$ cat config.mk
export PLATFORM = sky130hd
export DESIGN_NAME = url_query_percent_decoder_top
export DESIGN_NICKNAME = d
export VERILOG_FILES = /design/src/rtl/uqpd_pkg.sv /design/src/rtl/uqpd_front.sv /design/src/rtl/uqpd_queue.sv /design/src/rtl/uqpd_back.sv /design/src/rtl/url_query_percent_decoder_top.sv
export SDC_FILE = /design/constraint.sdc
export NUM_CORES = 1
export LEC_CHECK = 0
export BUFFER_PORTS_ARGS = -buffer_cell sky130_fd_sc_hd__buf_4
export CAP_MARGIN = 20
export CORE_ASPECT_RATIO = 0.8
export CORE_MARGIN = 4
export CORE_UTILIZATION = 30
export DETAILED_ROUTE_END_ITERATION = 10
export SYNTH_ARGS = -nofsm -noshare
export SYNTH_HDL_FRONTEND = slang
export SYNTH_HIERARCHICAL = 1
export SYNTH_SLANG_ARGS = --single-unit
$ cat constraint.sdc
create_clock -name clk -period 13.8 [get_ports clk]
set_input_delay 1.38 -clock clk [delete_from_list [all_inputs] [get_ports clk]]
set_output_delay 1.38 -clock clk [all_outputs]
set_load 0.01 [all_outputs]
$ cat src/rtl/uqpd_pkg.sv
// Package of the URL query percent decoder: constants, bundle type, hex helpers.
package uqpd_pkg;

  localparam logic [7:0]  CH_PLUS     = 8'h2B;
  localparam logic [7:0]  CH_PERCENT  = 8'h25;
  localparam logic [7:0]  CH_AMP      = 8'h26;
  localparam logic [7:0]  CH_QUESTION = 8'h3F;
  localparam logic [7:0]  CH_SPACE    = 8'h20;
  localparam logic [3:0]  HEX_ALPHA_BASE = 4'd10;
  localparam logic [15:0] ARGS_MAX    = 16'hFFFF;
  localparam logic [15:0] ARGS_INIT   = 16'd1;

  // Up to three words come from one input byte.
  localparam int SLOTS   = 3;
  localparam int SLOT_W  = 2;

  // Bundle queue between front and back.
  localparam int QUEUE_DEPTH = 4;
  localparam int QPTR_W      = $clog2(QUEUE_DEPTH);
  localparam int QCNT_W      = $clog2(QUEUE_DEPTH + 1);

  typedef enum logic [2:0] {
    PH_IDLE  = 3'b001,
    PH_PCT   = 3'b010,
    PH_DIGIT = 3'b100
  } esc_phase_t;

  // All words that one input byte produces.
  typedef struct packed {
    logic [SLOT_W-1:0]     cnt;
    logic [SLOTS-1:0][7:0] bytes;
    logic [SLOTS-1:0]      sep;
    logic                  last;
    logic [15:0]           args;
  } res_bundle_t;

  function automatic logic is_hex(input logic [7:0] c);
    return (c >= 8'h30 && c <= 8'h39) ||
           (c >= 8'h41 && c <= 8'h46) ||
           (c >= 8'h61 && c <= 8'h66);
  endfunction

  function automatic logic [3:0] hex_val(input logic [7:0] c);
    logic [7:0] d;
    d = 8'h00;
    if (c >= 8'h30 && c <= 8'h39) begin
      d = c - 8'h30;
    end else if (c >= 8'h41 && c <= 8'h46) begin
      d = c - 8'h41 + {4'h0, HEX_ALPHA_BASE};
    end else if (c >= 8'h61 && c <= 8'h66) begin
      d = c - 8'h61 + {4'h0, HEX_ALPHA_BASE};
    end
    return d[3:0];
  endfunction

endpackage

$ cat src/rtl/uqpd_front.sv
// Front end: classify each byte, track escape state and argument count, build a bundle.
module uqpd_front (
  input  logic                  clk,
  input  logic                  rst_n,
  input  logic [7:0]            in_byte,
  input  logic                  in_last,
  input  logic                  accept,
  output uqpd_pkg::res_bundle_t bnd,
  output logic                  bnd_vld
);

  uqpd_pkg::esc_phase_t phase_r, phase_nxt, phase_mid;
  logic [7:0]  held_r, held_nxt, held_mid;
  logic [15:0] args_r, args_nxt, args_mid;

  logic       byte_hex;
  logic       plain;
  logic       pre_pct, pre_dig;
  logic       main_vld, main_sep;
  logic [7:0] main_byte;
  logic       inc;
  logic       flush_pct, flush_dig;
  logic [uqpd_pkg::SLOT_W-1:0] n;

  assign byte_hex = uqpd_pkg::is_hex(in_byte);

  // Escape handling ahead of the plain byte path.
  always_comb begin
    phase_mid = uqpd_pkg::PH_IDLE;
    held_mid  = held_r;
    plain     = 1'b0;
    pre_pct   = 1'b0;
    pre_dig   = 1'b0;
    main_vld  = 1'b0;
    main_sep  = 1'b0;
    main_byte = 8'h00;
    inc       = 1'b0;
    case (phase_r)
      uqpd_pkg::PH_PCT: begin
        if (byte_hex) begin
          phase_mid = uqpd_pkg::PH_DIGIT;
          held_mid  = in_byte;
        end else begin
          pre_pct = 1'b1;
          plain   = 1'b1;
        end
      end
      uqpd_pkg::PH_DIGIT: begin
        if (byte_hex) begin
          main_vld  = 1'b1;
          main_byte = {uqpd_pkg::hex_val(held_r), uqpd_pkg::hex_val(in_byte)};
        end else begin
          pre_pct = 1'b1;
          pre_dig = 1'b1;
          plain   = 1'b1;
        end
      end
      default: begin
        plain = 1'b1;
      end
    endcase

    if (plain) begin
      if (in_byte == uqpd_pkg::CH_PERCENT) begin
        phase_mid = uqpd_pkg::PH_PCT;
      end else if (in_byte == uqpd_pkg::CH_PLUS) begin
        main_vld  = 1'b1;
        main_byte = uqpd_pkg::CH_SPACE;
      end else if (in_byte == uqpd_pkg::CH_AMP || in_byte == uqpd_pkg::CH_QUESTION) begin
        main_vld = 1'b1;
        main_sep = 1'b1;
        inc      = 1'b1;
      end else begin
        main_vld  = 1'b1;
        main_byte = in_byte;
      end
    end
  end

  assign args_mid  = (inc && args_r != uqpd_pkg::ARGS_MAX) ? args_r + 16'd1 : args_r;
  assign flush_pct = in_last && (phase_mid != uqpd_pkg::PH_IDLE);
  assign flush_dig = in_last && (phase_mid == uqpd_pkg::PH_DIGIT);

  // Pack words in order: held escape, main byte, end-of-string flush.
  always_comb begin
    n         = '0;
    bnd.bytes = '0;
    bnd.sep   = '0;
    if (pre_pct) begin
      bnd.bytes[n] = uqpd_pkg::CH_PERCENT;
      n = n + 2'd1;
    end
    if (pre_dig) begin
      bnd.bytes[n] = held_r;
      n = n + 2'd1;
    end
    if (main_vld) begin
      bnd.bytes[n] = main_byte;
      bnd.sep[n]   = main_sep;
      n = n + 2'd1;
    end
    if (flush_pct) begin
      bnd.bytes[n] = uqpd_pkg::CH_PERCENT;
      n = n + 2'd1;
    end
    if (flush_dig) begin
      bnd.bytes[n] = held_mid;
      n = n + 2'd1;
    end
    bnd.cnt  = n;
    bnd.last = in_last;
    bnd.args = args_mid;
  end

  assign bnd_vld = (n != '0);

  always_comb begin
    phase_nxt = phase_r;
    held_nxt  = held_r;
    args_nxt  = args_r;
    if (accept) begin
      if (in_last) begin
        phase_nxt = uqpd_pkg::PH_IDLE;
        held_nxt  = 8'h00;
        args_nxt  = uqpd_pkg::ARGS_INIT;
      end else begin
        phase_nxt = phase_mid;
        held_nxt  = held_mid;
        args_nxt  = args_mid;
      end
    end
  end

  always_ff @(posedge clk) begin
    if (!rst_n) begin
      phase_r <= uqpd_pkg::PH_IDLE;
      held_r  <= 8'h00;
      args_r  <= uqpd_pkg::ARGS_INIT;
    end else begin
      phase_r <= phase_nxt;
      held_r  <= held_nxt;
      args_r  <= args_nxt;
    end
  end

endmodule

$ cat src/rtl/uqpd_queue.sv
// Bundle queue that decouples the front end from the output serializer.
module uqpd_queue (
  input  logic                  clk,
  input  logic                  rst_n,
  input  logic                  wr_en,
  input  uqpd_pkg::res_bundle_t wr_data,
  input  logic                  rd_en,
  output uqpd_pkg::res_bundle_t rd_data,
  output logic                  rd_vld,
  output logic                  q_full
);

  uqpd_pkg::res_bundle_t mem_r [uqpd_pkg::QUEUE_DEPTH];
  logic [uqpd_pkg::QPTR_W-1:0] wptr_r, wptr_nxt, rptr_r, rptr_nxt;
  logic [uqpd_pkg::QCNT_W-1:0] cnt_r, cnt_nxt;

  assign rd_data = mem_r[rptr_r];
  assign rd_vld  = (cnt_r != '0);
  assign q_full  = (cnt_r == uqpd_pkg::QCNT_W'(uqpd_pkg::QUEUE_DEPTH));

  always_comb begin
    wptr_nxt = wr_en ? wptr_r + 1'b1 : wptr_r;
    rptr_nxt = rd_en ? rptr_r + 1'b1 : rptr_r;
    cnt_nxt  = cnt_r;
    if (wr_en && !rd_en) begin
      cnt_nxt = cnt_r + 1'b1;
    end else if (!wr_en && rd_en) begin
      cnt_nxt = cnt_r - 1'b1;
    end
  end

  always_ff @(posedge clk) begin
    if (wr_en) begin
      mem_r[wptr_r] <= wr_data;
    end
  end

  always_ff @(posedge clk) begin
    if (!rst_n) begin
      wptr_r <= '0;
      rptr_r <= '0;
      cnt_r  <= '0;
    end else begin
      wptr_r <= wptr_nxt;
      rptr_r <= rptr_nxt;
      cnt_r  <= cnt_nxt;
    end
  end

endmodule

$ cat src/rtl/uqpd_back.sv
// Back end: walk the words of the head bundle into the output register.
module uqpd_back (
  input  logic                  clk,
  input  logic                  rst_n,
  input  uqpd_pkg::res_bundle_t hbnd,
  input  logic                  hvld,
  output logic                  hpop,
  input  logic                  pop,
  output logic                  empty,
  output logic [7:0]            out_byte,
  output logic                  out_is_separator,
  output logic                  out_run_end,
  output logic                  out_string_end,
  output logic [15:0]           out_arg_count
);

  logic [uqpd_pkg::SLOT_W-1:0] slot_r, slot_nxt;
  logic        vld_r, vld_nxt;
  logic [7:0]  byte_r;
  logic        sep_r, run_r, send_r;
  logic [15:0] args_r;
  logic        take, last_slot;

  assign take      = hvld && (!vld_r || pop);
  assign last_slot = (slot_r == (hbnd.cnt - 2'd1));
  assign hpop      = take && last_slot;

  always_comb begin
    slot_nxt = slot_r;
    vld_nxt  = vld_r;
    if (take) begin
      slot_nxt = last_slot ? '0 : slot_r + 2'd1;
      vld_nxt  = 1'b1;
    end else if (pop) begin
      vld_nxt = 1'b0;
    end
  end

  always_ff @(posedge clk) begin
    if (!rst_n) begin
      slot_r <= '0;
      vld_r  <= 1'b0;
    end else begin
      slot_r <= slot_nxt;
      vld_r  <= vld_nxt;
    end
  end

  // Payload: load on each taken word, hold otherwise.
  always_ff @(posedge clk) begin
    if (take) begin
      byte_r <= hbnd.bytes[slot_r];
      sep_r  <= hbnd.sep[slot_r];
      run_r  <= last_slot;
      send_r <= last_slot && hbnd.last;
      args_r <= (last_slot && hbnd.last) ? hbnd.args : 16'd0;
    end
  end

  assign empty            = !vld_r;
  assign out_byte         = byte_r;
  assign out_is_separator = sep_r;
  assign out_run_end      = run_r;
  assign out_string_end   = send_r;
  assign out_arg_count    = args_r;

endmodule

$ cat src/rtl/url_query_percent_decoder_top.sv
// Path: an accepted byte's bundle enters the bundle queue, then the output register.
// Throughput: one byte accepted per cycle while the 4-bundle queue has room; one word
//   leaves per cycle while pop keeps up, so pop sets the rate (up to 3 words a byte).
// Reset: synchronous active-low rst_n clears escape state, argument count (to 1),
//   queue pointers and the output valid flag; empty is high after reset.
module url_query_percent_decoder_top (
  input  logic        clk,
  input  logic        rst_n,
  // Input queue side
  input  logic [7:0]  in_byte,
  input  logic        in_last,
  input  logic        push,
  output logic        full,
  // Result queue side
  output logic [7:0]  out_byte,
  output logic        out_is_separator,
  output logic        out_run_end,
  output logic        out_string_end,
  output logic [15:0] out_arg_count,
  output logic        empty,
  input  logic        pop
);

  uqpd_pkg::res_bundle_t fbnd, hbnd;
  logic fbnd_vld, accept, q_wr, hvld, hpop, q_full;

  // Accept whenever the bundle queue has room; the front end never stalls otherwise.
  assign full   = q_full;
  assign accept = push && !q_full;
  // Drop bytes that produce no word (an opening percent or first hex digit).
  assign q_wr   = accept && fbnd_vld;

  uqpd_front u_front (
    .clk     (clk),
    .rst_n   (rst_n),
    .in_byte (in_byte),
    .in_last (in_last),
    .accept  (accept),
    .bnd     (fbnd),
    .bnd_vld (fbnd_vld)
  );

  // Hold bundles here so a stalled consumer does not block classification.
  uqpd_queue u_queue (
    .clk     (clk),
    .rst_n   (rst_n),
    .wr_en   (q_wr),
    .wr_data (fbnd),
    .rd_en   (hpop),
    .rd_data (hbnd),
    .rd_vld  (hvld),
    .q_full  (q_full)
  );

  // Advance one word per cycle into the output register while it is empty or popped.
  uqpd_back u_back (
    .clk              (clk),
    .rst_n            (rst_n),
    .hbnd             (hbnd),
    .hvld             (hvld),
    .hpop             (hpop),
    .pop              (pop),
    .empty            (empty),
    .out_byte         (out_byte),
    .out_is_separator (out_is_separator),
    .out_run_end      (out_run_end),
    .out_string_end   (out_string_end),
    .out_arg_count    (out_arg_count)
  );

endmodule

==> flow_metrics.env, run 1 <==
export IMPL_status="completed"
export IMPL_p_per_area_nw_per_um2=165
export IMPL_ys_seq_area_share_pct=62.0
export IMPL_holdBufCountCts=0
export IMPL_synth_area_leaders="edfxtp_1 (55%), mux4_2 (7.9%), dfxtp_1 (6.8%)"
export IMPL_final_core_utilization_pct=34.9
export IMPL_antenna_left=0
export IMPL_maxSlewHeadroom_pct=30.4
export IMPL_cpPeakStageDelay_ps=550
export IMPL_antenna_found_initial=0
export IMPL_cts_tree="yes"
export IMPL_total_power_mw=2.16
export IMPL_drc=0
export IMPL_rsz0062_at_grt="false"
export IMPL_worst_slew_pin_transition_ps=1040
export IMPL_min_period_ps=6300
export IMPL_start_util_pct=30.6
export IMPL_cts_buffers=26
export IMPL_post_cts_resized=0
export IMPL_wl_per_cell_um=19.3
export IMPL_ys_flop_type="edfxtp_1"
export IMPL_cp_start_kind="input pin"
export IMPL_nFillCells=3579
export IMPL_htree_num_levels=1
export IMPL_wl_um=26000
export IMPL_clock_latency_ps=540
export IMPL_rows=63
export IMPL_reg2reg_depth=18
export IMPL_root_buffer="clkbuf_16"
export IMPL_worst_path_stages=21
export IMPL_worst_hold_path_num_cells=1
export IMPL_setup_viol=0
export IMPL_clockBufferDepth=3
export IMPL_crit_path_max_fanout=7
export IMPL_vias=6916
export IMPL_place_gp_congestion=0.866
export IMPL_setup_worst_path_end_class="register"
export IMPL_fin_area_um2=13100
export IMPL_port_buffers=41
export IMPL_grt_overflow=0
export IMPL_fp_dieArea_um2=41500
export IMPL_nets=876
export IMPL_path_cells="buf_4, inv_1, ha_1, or3b_4, and3_1, or3b_2, ha_1, xnor2_1, ha_1, a211oi_1, nor2_1, ha_1, o22ai_1, a2111o_1, and3b_1, ha_1, inv_1, fa_1, xor2_1, or3_1, a21boi_0"
export IMPL_maxClockFrequency_mhz=159
export IMPL_cts_num_sinks=250
export IMPL_grt_pass1_wl_um=40300
export IMPL_placed_area_um2=12200
export IMPL_grt_pass1_vias=6732
export IMPL_synthMostInstantiatedCell="edfxtp_1"
export IMPL_crit_family="simple AND/OR/NAND/NOR gates"
export IMPL_fin_setup_tns_ps=0
export IMPL_place_ws_ps=7000
export IMPL_drive_gt1_share_pct=18.8
export IMPL_fin_skew_ps=20.2
export IMPL_post_synth_top_area_cell="edfxtp_1"
export IMPL_syn_num_nets=840
export IMPL_cts_setup_buffers=0
export IMPL_yosysWarnings=6
export IMPL_syn_area_um2=11500
export IMPL_required_ps=14240
export IMPL_min_path_type="register to register"
export IMPL_synth_cell_type_count=78
export IMPL_cp_arrival_ps=6740
export IMPL_fin_ws_ps=7500
export IMPL_core_area_um2=37400
export IMPL_finalHoldViolations=0
export IMPL_synth_seq_cells=250
export IMPL_die_w_um=227
export IMPL_num_io_pins=42
export IMPL_cpMaxStageDelayCell="or3b_2"
export IMPL_critPathKind="input pin to register"
export IMPL_path_buf_inv=3
export IMPL_vias_per_cell=5.14
export IMPL_syn_to_final_growth_pct=14.0
export IMPL_postSynthCellCount=802
export IMPL_synth_edf_count=211
export IMPL_grt_use_total_pct=12.3
export IMPL_syn_avg_cell_area_um2=14.3
export IMPL_leakagePower_nw=4.49
export IMPL_grt_max_degree=47
export IMPL_firstDrtPassIters=5
export IMPL_max_vdd_ir_drop_mv=0.0833
export IMPL_drv_cap=0
export IMPL_synth_top_cell_area_share_pct=55.2
export IMPL_fin_crit_sh_pct=45.6
export IMPL_async_reset_ff_share_pct=0
export IMPL_drt_iter0_markers=651
export IMPL_die_h_um=183
export IMPL_critPathMostFrequentCell="ha_1"
export IMPL_antenna_cells=0
export IMPL_place_hpwl_um=17200
export IMPL_slew_viol_final=0
export IMPL_yosys_top_cells_count="edfxtp_1 (211), nand2_1 (65), nor2_1 (59)"
export IMPL_clk_pin_slew_worst_paths_ps=60
==> layout make-up <==
class                   instances  area, um2  area share [%]
clock inverters                20        231            1.77
clock buffers                  28        668            5.11
flip-flops and latches        250       7120            54.4
inverters                      25       93.8           0.717
well taps                     487        609            4.66
multi-input cells             488       4010            30.6
repair buffers                 47        353            2.70
==> path summary, 6_finish.rpt <==
kind	start	to	slack [ps]
worst max-delay path	in_byte[0]	u_queue/cnt_r[2]$_SDFFE_PN0P_	7500
worst min-delay path	u_front/held_r[7]$_SDFFE_PN0P_	u_front/held_r[7]$_SDFFE_PN0P_	510
worst max register to register	u_front/phase_r[2]$_SDFFE_PN0P_	u_queue/cnt_r[2]$_SDFFE_PN0P_	8550
worst min register to register	u_front/held_r[7]$_SDFFE_PN0P_	u_front/held_r[7]$_SDFFE_PN0P_	510
==> power by group <==
group | internal (mW) | leakage, nW | total (mW) | switching (mW)
Combinational | 0.188 | 1.75 | 0.415 | 0.227
Sequential | 0.948 | 2.30 | 1.02 | 0.0671
Clock | 0.430 | 0.439 | 0.728 | 0.298
==> cells by family after synthesis <==
| group | after synthesis | synth area share (%) |
|---|---|---|
| AO/OA/AOI/OAI | 131 | 7.99 |
| adder cells (fa/ha/maj) | 25 | 2.79 |
| buffers and inverters | 64 | 3.10 |
| flip-flops | 250 | 62.0 |
| multiplexers | 61 | 10.6 |
| AND/OR/NAND/NOR | 246 | 11.5 |
| XOR/XNOR | 25 | 1.97 |
==> metrics by stage <==
| stage | hold slack [ps] | cells |
|---|---|---|
| after floorplan | 467 | 802 |
| after global placement | 498 | 1297 |
| after detailed placement | 506 | 1297 |
| after CTS | 514 | 1345 |
| after global routing | 529 | 1345 |
| final | 509 | 1345 |
==> layer usage <==
layer | GRT usage (%) | routed length, um
met1 | 19.6 | 13000
met2 | 17.8 | 10900
met3 | 1.95 | 1600
met4 | 2.56 | 408
met5 | 0 | 0
==> placed cells by master, fill, tap and decap left out, types with 12 or more instances in the layout <==
cell,n
edfxtp_1,211
nand2_1,65
nor2_1,59
buf_4,47
mux4_2,40
dfxtp_1,37
a21oi_1,29
o21ai_0,27
clkbuf_16,26
inv_1,25
ha_1,24
nor2b_1,15
mux2i_1,14
and3_1,14
xnor2_1,12
xor2_1,12
==> worst register-to-register path: stages (launching register included) <==
cell and delay [ps]:
dfxtp_1 400, or3b_2 550, nand2_1 110, or3b_2 500
ha_1 460, xnor2_1 250, ha_1 280, a211oi_1 280
nor2_1 100, ha_1 280, o22ai_1 200, a2111o_1 160
and3b_1 300, ha_1 240, inv_1 60, fa_1 370
xor2_1 170, or3_1 300, a21boi_0 160
==> state kept, by name (all words and copies together) (netlist names), 2 cells and up, named ones only <==
name                  flops
u_queue/mem_r           184
u_front/phase_r           3
u_back/out_byte           8
u_front/held_r            8
u_back/slot_r             2
u_front/args_r           16
u_queue/rptr_r            2
u_back/out_arg_count     16
u_queue/wptr_r            2
u_queue/cnt_r             3
Power figures use the tool's default switching activity.
==> inputs of run 2 (changes only) <==
==> constraint.sdc (replaced) <==
create_clock -name clk -period 5.5 [get_ports clk]
set_input_delay 0.55 -clock clk [delete_from_list [all_inputs] [get_ports clk]]
set_output_delay 0.55 -clock clk [all_outputs]
set_load 0.01 [all_outputs]
==> run 2 against run 1 <==
Clock skew increased by 4.9 ps. Sequential power increased by 150%. Register-to-register slack got worse by 8000 ps. Count of clock-buffer cells in the layout increased by 3. Via count decreased by 0.22%. Critical endpoint unchanged. Final cell count increased by 1.4%. Total power increased to 2.6 times the previous value. First-iteration DRC count decreased by 16%. Highest routed layer unchanged. Hold slack got worse by 170 ps. Critical path depth unchanged. Non-clock buffer count increased by 15.
==> flow_metrics.env, run 2 (same netlist as run 1, synthesis figures left out) <==
export IMPL_ff_latch_area_um2=7120
export IMPL_drive_gt1_share_pct=20.1
export IMPL_largest_register="u_queue/mem_r"
export IMPL_post_cts_resized=0
export IMPL_maxSlewHeadroom_pct=31.6
export IMPL_max_vdd_ir_drop_mv=0.232
export IMPL_final_common_cell="edfxtp_1"
export IMPL_status="completed"
export IMPL_cts_tree="yes"
export IMPL_reg2reg_depth=18
export IMPL_drt_iter0_markers=545
export IMPL_leakagePower_nw=4.61
export IMPL_place_ws_ps=16.4
export IMPL_slew_viol_final=0
export IMPL_rsz0062_at_grt="false"
export IMPL_syn_to_final_growth_pct=16.1
export IMPL_final_cell_mix="edfxtp_1 (211), nand2_1 (65), nor2_1 (59)"
export IMPL_largest_reg_flops=184
export IMPL_critPathKind="input pin to register"
export IMPL_grt_pass1_wl_um=41100
export IMPL_grt_max_degree=47
export IMPL_grt_overflow=0
export IMPL_drc=0
export IMPL_cp_start_kind="input pin"
export IMPL_dr_wl_met2_um=11000
export IMPL_cp_arrival_ps=5450
export IMPL_fin_skew_ps=25.1
export IMPL_core_area_um2=37400
export IMPL_vias_per_cell=5.06
export IMPL_final_core_utilization_pct=35.6
export IMPL_setup_viol=0
export IMPL_drv_cap=0
export IMPL_clk_pin_slew_worst_paths_ps=60
export IMPL_nFillCells=3487
export IMPL_port_buffers=41
export IMPL_multi_input_comb_area_um2=4010
export IMPL_place_hpwl_um=17400
export IMPL_wl_um=26200
export IMPL_fin_ws_ps=508
export IMPL_worst_slew_pin_transition_ps=1020
export IMPL_htree_num_levels=1
export IMPL_required_ps=5950
export IMPL_rows=63
export IMPL_wl_per_cell_um=19.2
export IMPL_top_layer_used="met4"
export IMPL_crit_path_max_fanout=6
export IMPL_clock_latency_ps=550
export IMPL_fin_setup_tns_ps=0
export IMPL_vias=6901
export IMPL_reg2reg_from="u_front/phase_r[2]$_SDFFE_PN0P_"
export IMPL_start_util_pct=30.6
export IMPL_setup_worst_path_end_class="register"
export IMPL_grt_use_total_pct=12.6
export IMPL_min_period_ps=4990
export IMPL_nets=893
export IMPL_finalHoldViolations=0
export IMPL_r2r_slack_ps=580
export IMPL_critPathLaunch="in_byte[1]"
export IMPL_die_h_um=183
export IMPL_die_w_um=227
export IMPL_place_gp_congestion=0.837
export IMPL_min_path_type="input pin to register"
export IMPL_cts_buffers=28
export IMPL_cts_setup_buffers=0
export IMPL_wl_met1_um=13100
export IMPL_fp_dieArea_um2=41500
export IMPL_antenna_left=0
export IMPL_maxClockFrequency_mhz=200
export IMPL_crit_path_end="u_queue/cnt_r[2]$_SDFFE_PN0P_"
export IMPL_met3_length_um=1640
export IMPL_cts_num_sinks=250
export IMPL_num_io_pins=42
export IMPL_p_per_area_nw_per_um2=415
export IMPL_fin_crit_sh_pct=90.8
export IMPL_grt_pass1_vias=6885
export IMPL_root_buffer="clkbuf_16"
export IMPL_r2r_end="u_queue/cnt_r[2]$_SDFFE_PN0P_"
export IMPL_firstDrtPassIters=5
export IMPL_antenna_found_initial=0
export IMPL_holdBufCountCts=0
export IMPL_clockBufferDepth=3
==> run 2: cell count changes in the layout (fill, tap and decap cells not counted), moves of 2 or more <==
| cell | previous run | this run |
|---|---|---|
| clkinv_4 | 2 | 0 |
| buf_12 | 0 | 5 |
| clkbuf_16 | 26 | 28 |
| clkinv_2 | 5 | 8 |
| buf_4 | 47 | 57 |
| inv_6 | 3 | 0 |
| clkbuf_1 | 1 | 3 |
==> run 2: routing by layer <==
| layer | global-route usage, % | vias to the layer above |
|---|---|---|
| met5 | 0 | - |
| met4 | 3.07 | 0 |
| met3 | 1.98 | 33 |
| met2 | 17.7 | 195 |
| met1 | 20.1 | 3470 |
| li1 | - | 3203 |
==> run 2: final cells by class <==
| type | instances | area share [%] |
|---|---|---|
| Antenna cell | 1 | 0.0188 |
| Clock buffer | 31 | 5.34 |
| Clock inverter | 20 | 1.88 |
| Inverter | 25 | 0.704 |
| Multi-Input combinational cell | 488 | 30.1 |
| Sequential cell | 250 | 53.4 |
| Tap cell | 487 | 4.57 |
| Timing Repair Buffer | 62 | 3.96 |
==> run 2: worst min path at each step <==
stage                                             start                        endpoint  slack (ps)  depth (start not counted)
after floorplan           u_queue/cnt_r[2]$_SDFFE_PN0P_   u_queue/cnt_r[2]$_SDFFE_PN0P_         470                          2
after global placement    u_queue/cnt_r[2]$_SDFFE_PN0P_   u_queue/cnt_r[2]$_SDFFE_PN0P_         490                          2
after detailed placement  u_queue/cnt_r[2]$_SDFFE_PN0P_   u_queue/cnt_r[2]$_SDFFE_PN0P_         500                          2
after CTS                                    in_byte[5]  u_front/held_r[5]$_SDFFE_PN0P_         320                          3
after global routing                              rst_n  u_front/args_r[0]$_SDFFE_PN1P_         340                          2
final                                        in_byte[5]  u_front/held_r[5]$_SDFFE_PN0P_         340                          3
==> run 2: worst max-delay path: stages <==
cell,delay (ps)
buf_4,110
inv_1,100
ha_1,180
or3b_4,380
and3_1,250
or3b_2,550
ha_1,350
xnor2_1,220
ha_1,280
a211oi_1,280
nor2_1,100
ha_1,280
o22ai_1,200
a2111o_1,150
and3b_1,190
ha_1,190
inv_1,60
fa_1,370
xor2_1,180
or3_1,300
a21boi_0,170
==> run 2: stage by stage <==
stage	area (um2)	std cells	hold slack [ps]	power, mW
3_5_place_dp	12400	1312	500	3.70
4_1_cts	13300	1363	317	5.62
5_1_grt	13300	1363	342	5.81
6_report	13300	1364	341	5.53
3_3_place_gp	12400	1312	495	3.68
2_1_floorplan	11500	802	467	3.26
==> run 2: power by group <==
part           switching (mW)  internal, mW
sequential              0.145          2.38
combinational           0.606         0.493
clock                   0.740          1.17
==> inputs of run 3 (changes only) <==
--- a/config.mk
+++ b/config.mk
@@ -9,7 +9,7 @@
 export CAP_MARGIN = 20
 export CORE_ASPECT_RATIO = 0.8
 export CORE_MARGIN = 4
-export CORE_UTILIZATION = 30
+export CORE_UTILIZATION = 45
 export DETAILED_ROUTE_END_ITERATION = 10
 export SYNTH_ARGS = -nofsm -noshare
 export SYNTH_HDL_FRONTEND = slang
==> run 3 against run 2 <==
Clock skew decreased by 15 ps. First-iteration DRC count increased by 19%. Via count increased by 0.99%. Critical path type unchanged. Largest cell class unchanged. Highest routed layer unchanged.
==> flow_metrics.env, run 3 (same netlist as run 1, synthesis figures left out) <==
export IMPL_setup_viol=0
export IMPL_drc=0
export IMPL_required_ps=5950
export IMPL_fp_dieArea_um2=28100
export IMPL_fin_area_um2=13000
export IMPL_vias_per_cell=5.86
export IMPL_grt_use_total_pct=18.0
export IMPL_total_power_mw=5.35
export IMPL_cpMaxStageDelayCell="or3b_2"
export IMPL_syn_to_final_growth_pct=13.1
export IMPL_num_io_pins=42
export IMPL_slew_viol_final=0
export IMPL_clockBufferDepth=3
export IMPL_fin_ws_ps=439
export IMPL_fin_setup_tns_ps=0
export IMPL_place_hpwl_um=17300
export IMPL_maxClockFrequency_mhz=198
export IMPL_grt_overflow=0
export IMPL_clock_latency_ps=530
export IMPL_final_common_cell="edfxtp_1"
export IMPL_cts_setup_buffers=0
export IMPL_place_inst=1140
export IMPL_die_h_um=151
export IMPL_core_area_um2=24700
export IMPL_hold_ws_ps=343
export IMPL_wl_um=25300
export IMPL_final_cell_count_no_fill=1190
export IMPL_status="completed"
export IMPL_crit_path_max_fanout=5
export IMPL_maxSlewHeadroom_pct=31.5
export IMPL_htree_num_levels=1
export IMPL_drv_cap=0
export IMPL_cts_tree="yes"
export IMPL_start_util_pct=46.5
export IMPL_max_vdd_ir_drop_mv=0.310
export IMPL_final_cell_mix="edfxtp_1 (211), nand2_1 (65), nor2_1 (59)"
export IMPL_final_core_utilization_pct=52.5
export IMPL_cp_start_kind="input pin"
export IMPL_nFillCells=2044
export IMPL_drive_gt1_share_pct=19.5
export IMPL_critPathKind="input pin to register"
export IMPL_port_buffers=41
export IMPL_critPathMostFrequentCell="ha_1"
export IMPL_cts_num_sinks=250
export IMPL_clk_pin_slew_worst_paths_ps=60
export IMPL_placed_area_um2=12100
export IMPL_antenna_left=0
export IMPL_largest_reg_flops=184
export IMPL_antenna_found_initial=0
export IMPL_wl_per_cell_um=21.3
export IMPL_holdBufCountCts=0
export IMPL_vias=6969
export IMPL_post_cts_resized=0
export IMPL_nets=888
export IMPL_place_gp_congestion=0.862
export IMPL_root_buffer="clkbuf_16"
export IMPL_place_ws_ps=-97.0
export IMPL_min_period_ps=5060
export IMPL_fin_crit_sh_pct=92.0
export IMPL_fin_skew_ps=9.75
export IMPL_die_w_um=187
export IMPL_worst_slew_pin_transition_ps=1020
export IMPL_rsz0062_at_grt="false"
export IMPL_grt_pass1_vias=6805
export IMPL_grt_pass1_wl_um=39600
export IMPL_drt_iter0_markers=647
export IMPL_leakagePower_nw=4.55
export IMPL_rows=51
export IMPL_firstDrtPassIters=5
export IMPL_grt_max_degree=47
export IMPL_cp_arrival_ps=5510
export IMPL_largest_register="u_queue/mem_r"
export IMPL_finalHoldViolations=0
export IMPL_path_cells="buf_4, inv_1, ha_1, or3b_4, and3_1, or3b_2, ha_1, xnor2_1, ha_1, a211oi_1, nor2_1, ha_1, o22ai_1, a2111o_1, and3b_1, ha_1, inv_1, fa_1, xor2_1, or3_1, a21boi_0"
export IMPL_cts_buffers=26
export IMPL_setup_worst_path_end_class="register"
export IMPL_min_path_type="input pin to register"
export IMPL_cpPeakStageDelay_ps=530
export IMPL_p_per_area_nw_per_um2=413
## run 3: cell types whose count changed in the layout (fill, tap and decap cells not counted), sizes merged
cell,before,now
buf,62,59
bufinv,5,4
clkbuf,31,29
clkinv,13,14
clkinvlp,2,1
diode,1,2
## run 3: layer usage
layer  GRT usage, %  share of wire [%]  wire [um]  vias up
met4           3.77                1.8        466        0
met1           27.9                 49      12300     3515
met5              0                  0          0        -
met3           2.37                5.3       1360       36
met2           27.6                 44      11200      209
li1               -                  -          -     3209
## run 3: worst paths after layout
path / startpoint / depth (start not counted) / endpoint / slack [ps]
setup / recovery: in_byte[1] / 21 / u_queue/cnt_r[2]$_SDFFE_PN0P_ / 440
hold reg to reg: u_queue/cnt_r[2]$_SDFFE_PN0P_ / 2 / u_queue/cnt_r[2]$_SDFFE_PN0P_ / 510
hold / removal: rst_n / 2 / u_front/args_r[0]$_SDFFE_PN1P_ / 340
setup reg to reg: u_front/phase_r[2]$_SDFFE_PN0P_ / 18 / u_queue/cnt_r[2]$_SDFFE_PN0P_ / 480
## run 3: layout make-up
type                    instances  area, um2  area share, %
flip-flops and latches        250       7120           54.9
inverters                      25       93.8          0.723
diodes                          2       5.00         0.0386
multi-input cells             488       4010           30.9
well taps                     318        398           3.07
clock inverters                19        208           1.60
repair buffers                 59        480           3.70
clock buffers                  29        662           5.10
## run 3: report_power, final
| group | leakage, nW | internal (mW) | switching [mW] | total [mW] |
|---|---|---|---|---|
| clock network | 0.429 | 1.06 | 0.709 | 1.76 |
| logic | 1.82 | 0.483 | 0.595 | 1.08 |
| registers | 2.30 | 2.38 | 0.134 | 2.51 |
| total | 4.55 | 3.92 | 1.44 | 5.35 |
## run 3: worst max-delay path: cells and delay by family
family	cells	cell delay, ps
AOI/OAI and AO/OA	4	840
adders and majority gates	6	1690
buffers and inverters	3	290
and+or+nand+nor	6	1730
xor gates and xnor gates	2	420
